`src/rtl/lwc_pkg.sv`:
```
// Shared types, constants and the outcode function of the line window clipper.
// No dependencies; imported by lwc_ratio and line_window_clipper.
package lwc_pkg;

   localparam int SCREEN_ROWS = 192;
   localparam int TOP_OFFSET  = 192;
   localparam int MAX_PASSES  = 8;

   localparam int NUM_REGS    = 8;
   localparam int CSR_INDEX_W = 3;
   localparam int CSR_W       = 16;
   localparam int FIELD_W     = 16;

   localparam int COORD_W   = 18;
   localparam int DIFF_W    = COORD_W + 1;
   localparam int FRAC_BITS = 8;
   localparam int QUOT_W    = FRAC_BITS + 1;
   localparam int T_W       = QUOT_W + 1;
   localparam int PROD_W    = T_W + DIFF_W;
   localparam int SHIFT_W   = PROD_W - FRAC_BITS;
   localparam int STEP_W    = $clog2(QUOT_W);
   localparam int PASS_W    = $clog2(MAX_PASSES + 1);

   typedef logic signed [COORD_W-1:0] coord_type;
   typedef logic signed [DIFF_W-1:0]  diff_type;

   localparam coord_type ONE_C  = COORD_W'(1);
   localparam coord_type ROWS_C = COORD_W'(SCREEN_ROWS);
   localparam coord_type TOP_C  = COORD_W'(TOP_OFFSET);

   localparam logic [3:0] OC_BOTTOM = 4'b0001;
   localparam logic [3:0] OC_TOP    = 4'b0010;
   localparam logic [3:0] OC_RIGHT  = 4'b0100;
   localparam logic [3:0] OC_LEFT   = 4'b1000;

   typedef enum logic [CSR_INDEX_W-1:0] {
      REG_CLIP_LEFT   = 3'd0,
      REG_CLIP_TOP    = 3'd1,
      REG_CLIP_WIDTH  = 3'd2,
      REG_CLIP_HEIGHT = 3'd3,
      REG_PORT_LEFT   = 3'd4,
      REG_PORT_TOP    = 3'd5,
      REG_PORT_WIDTH  = 3'd6,
      REG_PORT_HEIGHT = 3'd7
   } reg_index_type;

   localparam logic [CSR_W-1:0] CSR_RESET [NUM_REGS] = '{
      16'd0, 16'd0, 16'd256, 16'd192, 16'd0, 16'd0, 16'd256, 16'd192
   };

   typedef struct packed {
      coord_type xmin;
      coord_type ymin;
      coord_type xmax;
      coord_type ymax;
   } win_type;

   typedef struct packed {
      logic     go;
      diff_type num;
      diff_type den;
      diff_type span;
   } ratio_req_type;

   typedef struct packed {
      logic                       done;
      logic signed [SHIFT_W-1:0]  value;
   } ratio_rsp_type;

   function automatic logic [3:0] outcode(coord_type x, coord_type y, win_type w);
      logic [3:0] c;
      c = '0;
      if (y > w.ymax) c = c | OC_BOTTOM;
      if (y < w.ymin) c = c | OC_TOP;
      if (x > w.xmax) c = c | OC_RIGHT;
      if (x < w.xmin) c = c | OC_LEFT;
      return c;
   endfunction

endpackage

```
`src/rtl/lwc_ratio.sv`:
```
// Shared ratio unit: floor(trunc(num*256/den) * span / 256), bit-serial divide then one multiply.
// Depends on lwc_pkg.
module lwc_ratio import lwc_pkg::*; (
   input  logic          clock,
   input  logic          reset,
   input  ratio_req_type req,
   output ratio_rsp_type rsp
);

   typedef enum logic [2:0] {
      RS_IDLE = 3'b001,
      RS_DIV  = 3'b010,
      RS_MUL  = 3'b100
   } rstate_type;

   rstate_type               state_ff, state_in;
   logic [DIFF_W-1:0]        rem_ff, rem_in;
   logic [DIFF_W-1:0]        div_ff, div_in;
   logic [QUOT_W-1:0]        quot_ff, quot_in;
   logic                     neg_ff, neg_in;
   logic                     zero_ff, zero_in;
   diff_type                 span_ff, span_in;
   logic [STEP_W-1:0]        step_ff, step_in;
   logic signed [PROD_W-1:0] prod_ff, prod_in;
   logic                     done_ff, done_in;

   always_comb begin
      logic [DIFF_W:0]       trial;
      logic                  ge;
      logic signed [T_W-1:0] t;
      state_in = state_ff;
      rem_in   = rem_ff;
      div_in   = div_ff;
      quot_in  = quot_ff;
      neg_in   = neg_ff;
      zero_in  = zero_ff;
      span_in  = span_ff;
      step_in  = step_ff;
      prod_in  = prod_ff;
      done_in  = 1'b0;
      trial    = (step_ff == '0) ? {1'b0, rem_ff} : {rem_ff, 1'b0};
      ge       = trial >= {1'b0, div_ff};
      t        = '0;
      unique case (state_ff)
         RS_IDLE: begin
            if (req.go) begin
               rem_in   = req.num[DIFF_W-1] ? DIFF_W'(-req.num) : DIFF_W'(req.num);
               div_in   = req.den[DIFF_W-1] ? DIFF_W'(-req.den) : DIFF_W'(req.den);
               neg_in   = req.num[DIFF_W-1] ^ req.den[DIFF_W-1];
               zero_in  = (req.den == '0);
               span_in  = req.span;
               step_in  = '0;
               quot_in  = '0;
               state_in = RS_DIV;
            end
         end
         RS_DIV: begin
            quot_in = {quot_ff[QUOT_W-2:0], ge};
            rem_in  = ge ? DIFF_W'(trial - {1'b0, div_ff}) : DIFF_W'(trial);
            if (step_ff == STEP_W'(QUOT_W - 1)) begin
               state_in = RS_MUL;
            end else begin
               step_in = step_ff + STEP_W'(1);
            end
         end
         RS_MUL: begin
            if (zero_ff) begin
               t = '0;
            end else if (neg_ff) begin
               t = -$signed({1'b0, quot_ff});
            end else begin
               t = $signed({1'b0, quot_ff});
            end
            prod_in  = t * span_ff;
            done_in  = 1'b1;
            state_in = RS_IDLE;
         end
         default: state_in = RS_IDLE;
      endcase
   end

   always_ff @(posedge clock) begin
      if (reset) begin
         state_ff <= RS_IDLE;
         done_ff  <= 1'b0;
      end else begin
         state_ff <= state_in;
         done_ff  <= done_in;
      end
      rem_ff  <= rem_in;
      div_ff  <= div_in;
      quot_ff <= quot_in;
      neg_ff  <= neg_in;
      zero_ff <= zero_in;
      span_ff <= span_in;
      step_ff <= step_in;
      prod_ff <= prod_in;
   end

   assign rsp.done  = done_ff;
   assign rsp.value = $signed(prod_ff[PROD_W-1:FRAC_BITS]);

endmodule

```
`src/rtl/line_window_clipper.sv`:
```
// Line window clipper top level: window set-up, outcode sequencer and result register.
// Depends on lwc_pkg and lwc_ratio.
// A line is taken when start is high and busy is low; busy stays high until the result
// comes out. The result is shown for exactly one cycle with rsp_strobe high and must be taken
// then, since nothing can hold it. When the window itself is rejected, the strobe follows the
// window set-up with no clip pass; otherwise a line takes one pass per edge intersection
// needed (0 to 8). Each pass costs one trip through the shared ratio unit: nine divide
// steps, one multiply and the update. A new line may be started in the cycle that shows
// the result.
module line_window_clipper import lwc_pkg::*; (
   input  logic                      clock,
   input  logic                      reset,
   input  logic                      start,
   output logic                      busy,
   input  logic signed [FIELD_W-1:0] req_start_x,
   input  logic signed [FIELD_W-1:0] req_start_y,
   input  logic signed [FIELD_W-1:0] req_end_x,
   input  logic signed [FIELD_W-1:0] req_end_y,
   input  logic [FIELD_W-1:0]        req_line_colour,
   input  logic                      csr_we,
   input  logic [CSR_INDEX_W-1:0]    csr_index,
   input  logic [CSR_W-1:0]          csr_wdata,
   output logic                      rsp_strobe,
   output logic                      rsp_visible,
   output logic signed [FIELD_W-1:0] rsp_out_start_x,
   output logic signed [FIELD_W-1:0] rsp_out_start_y,
   output logic signed [FIELD_W-1:0] rsp_out_end_x,
   output logic signed [FIELD_W-1:0] rsp_out_end_y,
   output logic [FIELD_W-1:0]        rsp_out_colour
);

   typedef enum logic [7:0] {
      ST_IDLE   = 8'b0000_0001,
      ST_WIN_X  = 8'b0000_0010,
      ST_WIN_Y  = 8'b0000_0100,
      ST_ADJUST = 8'b0000_1000,
      ST_CODES  = 8'b0001_0000,
      ST_TEST   = 8'b0010_0000,
      ST_RATIO  = 8'b0100_0000,
      ST_APPLY  = 8'b1000_0000
   } state_type;

   logic [CSR_W-1:0]   csr_ff [NUM_REGS];

   state_type          state_ff, state_in;
   coord_type          x1_ff, x1_in, y1_ff, y1_in, x2_ff, x2_in, y2_ff, y2_in;
   logic [3:0]         c1_ff, c1_in, c2_ff, c2_in;
   win_type            win_ff, win_in;
   logic [PASS_W-1:0]  pass_ff, pass_in;
   logic [FIELD_W-1:0] colour_ff, colour_in;
   logic               horiz_ff, horiz_in;
   logic               end2_ff, end2_in;
   coord_type          bound_ff, bound_in;
   coord_type          base_ff, base_in;

   logic               strobe_ff, strobe_in;
   logic               visible_ff, visible_in;
   logic [FIELD_W-1:0] sx_ff, sx_in, sy_ff, sy_in, ex_ff, ex_in, ey_ff, ey_in;
   logic [FIELD_W-1:0] oc_ff, oc_in;

   ratio_req_type      ratio_req;
   ratio_rsp_type      ratio_rsp;

   lwc_ratio u_ratio (
      .clock (clock),
      .reset (reset),
      .req   (ratio_req),
      .rsp   (ratio_rsp)
   );

   always_ff @(posedge clock) begin
      if (reset) begin
         for (int i = 0; i < NUM_REGS; i++) begin
            csr_ff[i] <= CSR_RESET[i];
         end
      end else if (csr_we) begin
         csr_ff[csr_index] <= csr_wdata;
      end
   end

   always_comb begin
      coord_type  lo_a, lo_b, hi_a, hi_b, ymax_c, nval, nx, ny;
      logic [3:0] co;
      logic       finish, fin_vis;
      state_in   = state_ff;
      x1_in      = x1_ff;
      y1_in      = y1_ff;
      x2_in      = x2_ff;
      y2_in      = y2_ff;
      c1_in      = c1_ff;
      c2_in      = c2_ff;
      win_in     = win_ff;
      pass_in    = pass_ff;
      colour_in  = colour_ff;
      horiz_in   = horiz_ff;
      end2_in    = end2_ff;
      bound_in   = bound_ff;
      base_in    = base_ff;
      strobe_in  = 1'b0;
      visible_in = visible_ff;
      sx_in      = sx_ff;
      sy_in      = sy_ff;
      ex_in      = ex_ff;
      ey_in      = ey_ff;
      oc_in      = oc_ff;
      ratio_req  = '0;
      lo_a       = '0;
      lo_b       = '0;
      hi_a       = '0;
      hi_b       = '0;
      ymax_c     = win_ff.ymax;
      nval       = '0;
      nx         = '0;
      ny         = '0;
      co         = '0;
      finish     = 1'b0;
      fin_vis    = 1'b0;
      unique case (state_ff)
         ST_IDLE: begin
            if (start) begin
               x1_in     = COORD_W'(req_start_x);
               y1_in     = COORD_W'(req_start_y);
               x2_in     = COORD_W'(req_end_x);
               y2_in     = COORD_W'(req_end_y);
               colour_in = req_line_colour;
               pass_in   = '0;
               state_in  = ST_WIN_X;
            end
         end
         ST_WIN_X: begin
            lo_a = COORD_W'($signed(csr_ff[REG_CLIP_LEFT]));
            lo_b = COORD_W'($signed(csr_ff[REG_PORT_LEFT]));
            hi_a = lo_a + $signed({2'b00, csr_ff[REG_CLIP_WIDTH]}) - ONE_C;
            hi_b = lo_b + $signed({2'b00, csr_ff[REG_PORT_WIDTH]}) - ONE_C;
            win_in.xmin = (lo_a > lo_b) ? lo_a : lo_b;
            win_in.xmax = (hi_a < hi_b) ? hi_a : hi_b;
            state_in    = ST_WIN_Y;
         end
         ST_WIN_Y: begin
            lo_a = COORD_W'($signed(csr_ff[REG_CLIP_TOP]));
            lo_b = COORD_W'($signed(csr_ff[REG_PORT_TOP]));
            hi_a = lo_a + $signed({2'b00, csr_ff[REG_CLIP_HEIGHT]}) - ONE_C;
            hi_b = lo_b + $signed({2'b00, csr_ff[REG_PORT_HEIGHT]}) - ONE_C;
            win_in.ymin = (lo_a > lo_b) ? lo_a : lo_b;
            win_in.ymax = (hi_a < hi_b) ? hi_a : hi_b;
            state_in    = ST_ADJUST;
         end
         ST_ADJUST: begin
            if (win_ff.ymin >= TOP_C) begin
               win_in.ymin = win_ff.ymin - TOP_C;
               win_in.ymax = win_ff.ymax - TOP_C;
            end
            state_in = ST_CODES;
         end
         ST_CODES: begin
            if (win_ff.ymin > ROWS_C) begin
               finish = 1'b1;
            end else begin
               ymax_c      = (win_ff.ymax >= ROWS_C) ? ROWS_C - ONE_C : win_ff.ymax;
               win_in.ymax = ymax_c;
               if (win_ff.xmax < win_ff.xmin || ymax_c < win_ff.ymin) begin
                  finish = 1'b1;
               end else begin
                  c1_in    = outcode(x1_ff, y1_ff, win_in);
                  c2_in    = outcode(x2_ff, y2_ff, win_in);
                  state_in = ST_TEST;
               end
            end
         end
         ST_TEST: begin
            priority if ((c1_ff | c2_ff) == '0) begin
               finish  = 1'b1;
               fin_vis = 1'b1;
            end else if ((c1_ff & c2_ff) != '0) begin
               finish = 1'b1;
            end else if (pass_ff >= PASS_W'(MAX_PASSES)) begin
               finish = 1'b1;
            end else begin
               co      = (c1_ff != '0) ? c1_ff : c2_ff;
               end2_in = (c1_ff == '0);
               priority if ((co & OC_BOTTOM) != '0) begin
                  ratio_req.num  = DIFF_W'(win_ff.ymax) - DIFF_W'(y1_ff);
                  ratio_req.den  = DIFF_W'(y2_ff) - DIFF_W'(y1_ff);
                  ratio_req.span = DIFF_W'(x2_ff) - DIFF_W'(x1_ff);
                  base_in        = x1_ff;
                  bound_in       = win_ff.ymax;
                  horiz_in       = 1'b1;
               end else if ((co & OC_TOP) != '0) begin
                  ratio_req.num  = DIFF_W'(win_ff.ymin) - DIFF_W'(y1_ff);
                  ratio_req.den  = DIFF_W'(y2_ff) - DIFF_W'(y1_ff);
                  ratio_req.span = DIFF_W'(x2_ff) - DIFF_W'(x1_ff);
                  base_in        = x1_ff;
                  bound_in       = win_ff.ymin;
                  horiz_in       = 1'b1;
               end else if ((co & OC_RIGHT) != '0) begin
                  ratio_req.num  = DIFF_W'(win_ff.xmax) - DIFF_W'(x1_ff);
                  ratio_req.den  = DIFF_W'(x2_ff) - DIFF_W'(x1_ff);
                  ratio_req.span = DIFF_W'(y2_ff) - DIFF_W'(y1_ff);
                  base_in        = y1_ff;
                  bound_in       = win_ff.xmax;
                  horiz_in       = 1'b0;
               end else begin
                  ratio_req.num  = DIFF_W'(win_ff.xmin) - DIFF_W'(x1_ff);
                  ratio_req.den  = DIFF_W'(x2_ff) - DIFF_W'(x1_ff);
                  ratio_req.span = DIFF_W'(y2_ff) - DIFF_W'(y1_ff);
                  base_in        = y1_ff;
                  bound_in       = win_ff.xmin;
                  horiz_in       = 1'b0;
               end
               ratio_req.go = 1'b1;
               state_in     = ST_RATIO;
            end
         end
         ST_RATIO: begin
            if (ratio_rsp.done) begin
               state_in = ST_APPLY;
            end
         end
         ST_APPLY: begin
            nval = base_ff + COORD_W'(ratio_rsp.value);
            nx   = horiz_ff ? nval : bound_ff;
            ny   = horiz_ff ? bound_ff : nval;
            if (end2_ff) begin
               x2_in = nx;
               y2_in = ny;
               c2_in = outcode(nx, ny, win_ff);
            end else begin
               x1_in = nx;
               y1_in = ny;
               c1_in = outcode(nx, ny, win_ff);
            end
            pass_in  = pass_ff + PASS_W'(1);
            state_in = ST_TEST;
         end
         default: state_in = ST_IDLE;
      endcase

      if (finish) begin
         strobe_in  = 1'b1;
         visible_in = fin_vis;
         sx_in      = fin_vis ? x1_ff[FIELD_W-1:0] : '0;
         sy_in      = fin_vis ? y1_ff[FIELD_W-1:0] : '0;
         ex_in      = fin_vis ? x2_ff[FIELD_W-1:0] : '0;
         ey_in      = fin_vis ? y2_ff[FIELD_W-1:0] : '0;
         oc_in      = fin_vis ? colour_ff : '0;
         state_in   = ST_IDLE;
      end
   end

   always_ff @(posedge clock) begin
      if (reset) begin
         state_ff  <= ST_IDLE;
         strobe_ff <= 1'b0;
         pass_ff   <= '0;
      end else begin
         state_ff  <= state_in;
         strobe_ff <= strobe_in;
         pass_ff   <= pass_in;
      end
      x1_ff      <= x1_in;
      y1_ff      <= y1_in;
      x2_ff      <= x2_in;
      y2_ff      <= y2_in;
      c1_ff      <= c1_in;
      c2_ff      <= c2_in;
      win_ff     <= win_in;
      colour_ff  <= colour_in;
      horiz_ff   <= horiz_in;
      end2_ff    <= end2_in;
      bound_ff   <= bound_in;
      base_ff    <= base_in;
      visible_ff <= visible_in;
      sx_ff      <= sx_in;
      sy_ff      <= sy_in;
      ex_ff      <= ex_in;
      ey_ff      <= ey_in;
      oc_ff      <= oc_in;
   end

   assign busy            = (state_ff != ST_IDLE);
   assign rsp_strobe      = strobe_ff;
   assign rsp_visible     = visible_ff;
   assign rsp_out_start_x = $signed(sx_ff);
   assign rsp_out_start_y = $signed(sy_ff);
   assign rsp_out_end_x   = $signed(ex_ff);
   assign rsp_out_end_y   = $signed(ey_ff);
   assign rsp_out_colour  = oc_ff;

   a_accept_busy: assert property (@(posedge clock) disable iff (reset)
      start && !busy |=> busy)
      else $error("accepted line did not raise busy");

   a_strobe_single: assert property (@(posedge clock) disable iff (reset)
      rsp_strobe |=> !rsp_strobe)
      else $error("result strobe held for more than one beat");

   a_reject_zero: assert property (@(posedge clock) disable iff (reset)
      rsp_strobe && !rsp_visible |-> rsp_out_start_x == '0 && rsp_out_start_y == '0 &&
         rsp_out_end_x == '0 && rsp_out_end_y == '0 && rsp_out_colour == '0)
      else $error("rejected line carries a non-zero payload");

   a_apply_after_ratio: assert property (@(posedge clock) disable iff (reset)
      state_ff == ST_APPLY |-> $past(ratio_rsp.done))
      else $error("endpoint update without a finished ratio");

   a_pass_bound: assert property (@(posedge clock) disable iff (reset)
      pass_ff <= PASS_W'(MAX_PASSES))
      else $error("clip pass count beyond limit");

endmodule
```
`config.mk`:
```
export PLATFORM = sky130hd
export DESIGN_NAME = line_window_clipper
export DESIGN_NICKNAME = d
export VERILOG_FILES = /design/src/rtl/lwc_pkg.sv /design/src/rtl/lwc_ratio.sv /design/src/rtl/line_window_clipper.sv
export SDC_FILE = /design/constraint.sdc
export NUM_CORES = 2
export LEC_CHECK = 0
export ABC_AREA = 1
export BUFFER_PORTS_ARGS = -buffer_cell sky130_fd_sc_hd__buf_4
export CORE_AREA = 3 3 318 320
export DETAILED_ROUTE_END_ITERATION = 7
export DIE_AREA = 0 0 321 323
export PLACE_DENSITY = 0.66
export SLEW_MARGIN = 15
export SYNTH_ARGS = -nofsm -noshare
export SYNTH_HDL_FRONTEND = slang
export SYNTH_HIERARCHICAL = 1
export SYNTH_SLANG_ARGS = --single-unit
```
`constraint.sdc`:
```
create_clock -name clock -period 11.7 [get_ports clock]
set_input_delay 0.585 -clock clock [delete_from_list [all_inputs] [get_ports clock]]
set_output_delay 0.585 -clock clock [all_outputs]
set_load 0.005 [all_outputs]
```
==> metrics <==
pwr/cell area 106 mW/mm^2; Min-Delay Path Depth 1; Core ar. 0.0984 mm^2; Total Routing Usage GR 0.310; total wire length 162,000 um; Synth-to-Final Area Change 9.87%; Ports 186; status complete, no violations; NumNets Final 7,181; maxcap violations 0; CTS tree yes; total number of vias 42.4k; TNS Setup 0 ns; cells after synthesis 6,162; layout cell share with drive strength beyond 1 0.0640; CP Class reg -> reg; Avg Cell Area, Syn 7.86 um^2; Ys Warns 6; Post-Layout Inst Area 0.0532 mm^2; CTS buffer count 61; 1st-iter DRT viols 3,811; Critical Path RT 12.13 ns; Initial Util 0.492; post-cts repair resize count 0; RSZ-0062 raised after global routing no; Die Span X 321 um; number of detailed-route iterations in the first pass 6; initial antenna violation count 2; CP max stage delay 0.60 ns; Syn Std Cell Area 0.0484 mm^2; first-pass GRT wire length 244,000 um; routability cong. 1.00; critical path's most frequent cell fa_1; final setup violating endpoints 0; Routed WL per cell 21.2 um; clk buf depth 3; crit path capture type flop; Achievable Freq 156 MHz; total gr overflow 0; startpoint types flop; setup clock skew after layout 0.0355 ns; Sink Count 520; setup bufs post-CTS 0; Slew Viols, Final 0; Worst EP arrival 6.86 ns; Slew Limit Headroom 0.285; Hold Buf Count CTS 0; VDD IR-drop max 127 uV; Area after DPL 0.0511 mm^2; R2R cell count 23; cell row count 115; port bufs 185; Worst Tran Pin Value 1.06 ns; Static Leak 25.8 nW; CP max FO 17; Residual DRC 0; largest net degree at the start of global routing 81; Post-DP HPWL 132,000 um; fin crit share 0.549; minimum clock period 6.43 ns; clk slew on worst S/H paths 0.06 ns; die area 0.104 mm^2; crit-path cells inv_1 -> ha_1 -> nand3_1 -> nor2_1 -> nand3_1 -> nand3_1 -> nand3_1 -> nor2_1 -> fa_1 -> fa_1 -> fa_1 -> fa_1 -> inv_1 -> fa_1 -> inv_1 -> ha_1 -> a21oi_1 -> a21boi_1 -> o21ai_0 -> a31oi_1 -> nand2_1 -> nand2_1 -> nand2_1; antenna viol nets, final 0; htree depth 2; final hold vios 0; vias per std cell 5.54; Clock Latency Late Sink 0.70 ns; Hold WC Path Type in -> reg; syn nets 7,036; Root Buffer clkbuf_16; vias in the first global route 40.8k; Die H 323 um; slowest CP cell nand3_1
[where the power goes]
group | internal (mW) | switching, mW | leakage [nW]
logic | 0.506 | 0.977 | 20.1
registers | 2.14 | 0.0642 | 4.73
clock network | 1.14 | 0.838 | 0.999
total | 3.79 | 1.88 | 25.8
[metal layers]
layer / GRT usage / wire length [um]
met1: 0.398 / 66100
met2: 0.506 / 73700
met3: 0.0507 / 12700
met4: 0.162 / 9550
met5: 0 / 13
[metrics by stage]
| step | instances | hold WS, ns | util | setup WS (ns) | total power [mW] |
|---|---|---|---|---|---|
| finish | 7645 | 0.0869 | 0.541 | 5.27 | 5.67 |
| global route | 7643 | 0.0580 | 0.541 | 4.77 | 5.95 |
| CTS | 7643 | 0.0422 | 0.540 | 5.28 | 5.68 |
| detailed placement | 7531 | 0.507 | 0.519 | 5.30 | 3.70 |
| global placement | 7531 | 0.490 | 0.519 | 5.33 | 3.67 |
| floorplan | 6162 | 0.419 | - | 6.21 | 3.24 |
[registers in the layout (all words and copies together), names as in the netlist, 18 cells and up]
name,count
base_ff,18
bound_ff,18
csr_ff,128
u_ratio/div_ff,19
u_ratio/prod_ff,18
u_ratio/rem_ff,19
u_ratio/span_ff,19
win_ff,70
x1_ff,18
x2_ff,18
y1_ff,18
y2_ff,18
[worst max-delay path: cells and delay by family (launching register included)]
| kind | cells | cell delay [ns] |
|---|---|---|
| AOI/OAI and AO/OA | 4 | 0.99 |
| adders and majority gates | 7 | 2.95 |
| buffers and inverters | 3 | 0.19 |
| DFF | 1 | 0.40 |
| and+or+nand+nor | 9 | 1.64 |
[final cells by class]
class / instances / area (um^2)
multi-input cells: 4384 / 28200
diodes: 2 / 5.00
flip-flops and latches: 520 / 15400
inverters: 1124 / 4220
clock inverters: 46 / 527
repair buffers: 216 / 1620
fillers: 9473 / 45200
well taps: 1287 / 1610
clock buffers: 66 / 1550
[cells in the final DEF, fill, tap and decap left out, types with 13 or more instances in the layout]
cell type	count
clkbuf_16	61
a21oi_1	413
o21ai_0	313
a211oi_1	16
a21o_1	30
inv_2	20
nor3_1	62
buf_4	216
o221ai_1	25
a31oi_1	33
nand2_1	1332
o31ai_1	13
nand3_1	261
fa_1	169
edfxtp_1	503
dfxtp_1	17
ha_1	602
nand4_1	61
nand3b_1	33
o21bai_1	22
o21ai_1	39
nor2_1	625
xor2_1	110
xnor2_1	50
nor4_1	15
o211ai_1	35
or2_2	15
inv_1	1101
[final timing paths]
check | start | slack [ns] | end
setup / recovery | u_ratio/quot_ff[1] | 5.27 | u_ratio/prod_ff[23]
hold / removal | req_line_colour[11] | 0.09 | colour_ff[11]
setup reg to reg | u_ratio/quot_ff[1] | 5.27 | u_ratio/prod_ff[23]
hold reg to reg | pass_ff[0] | 0.52 | pass_ff[0]
(Power assumes the default switching activity.)
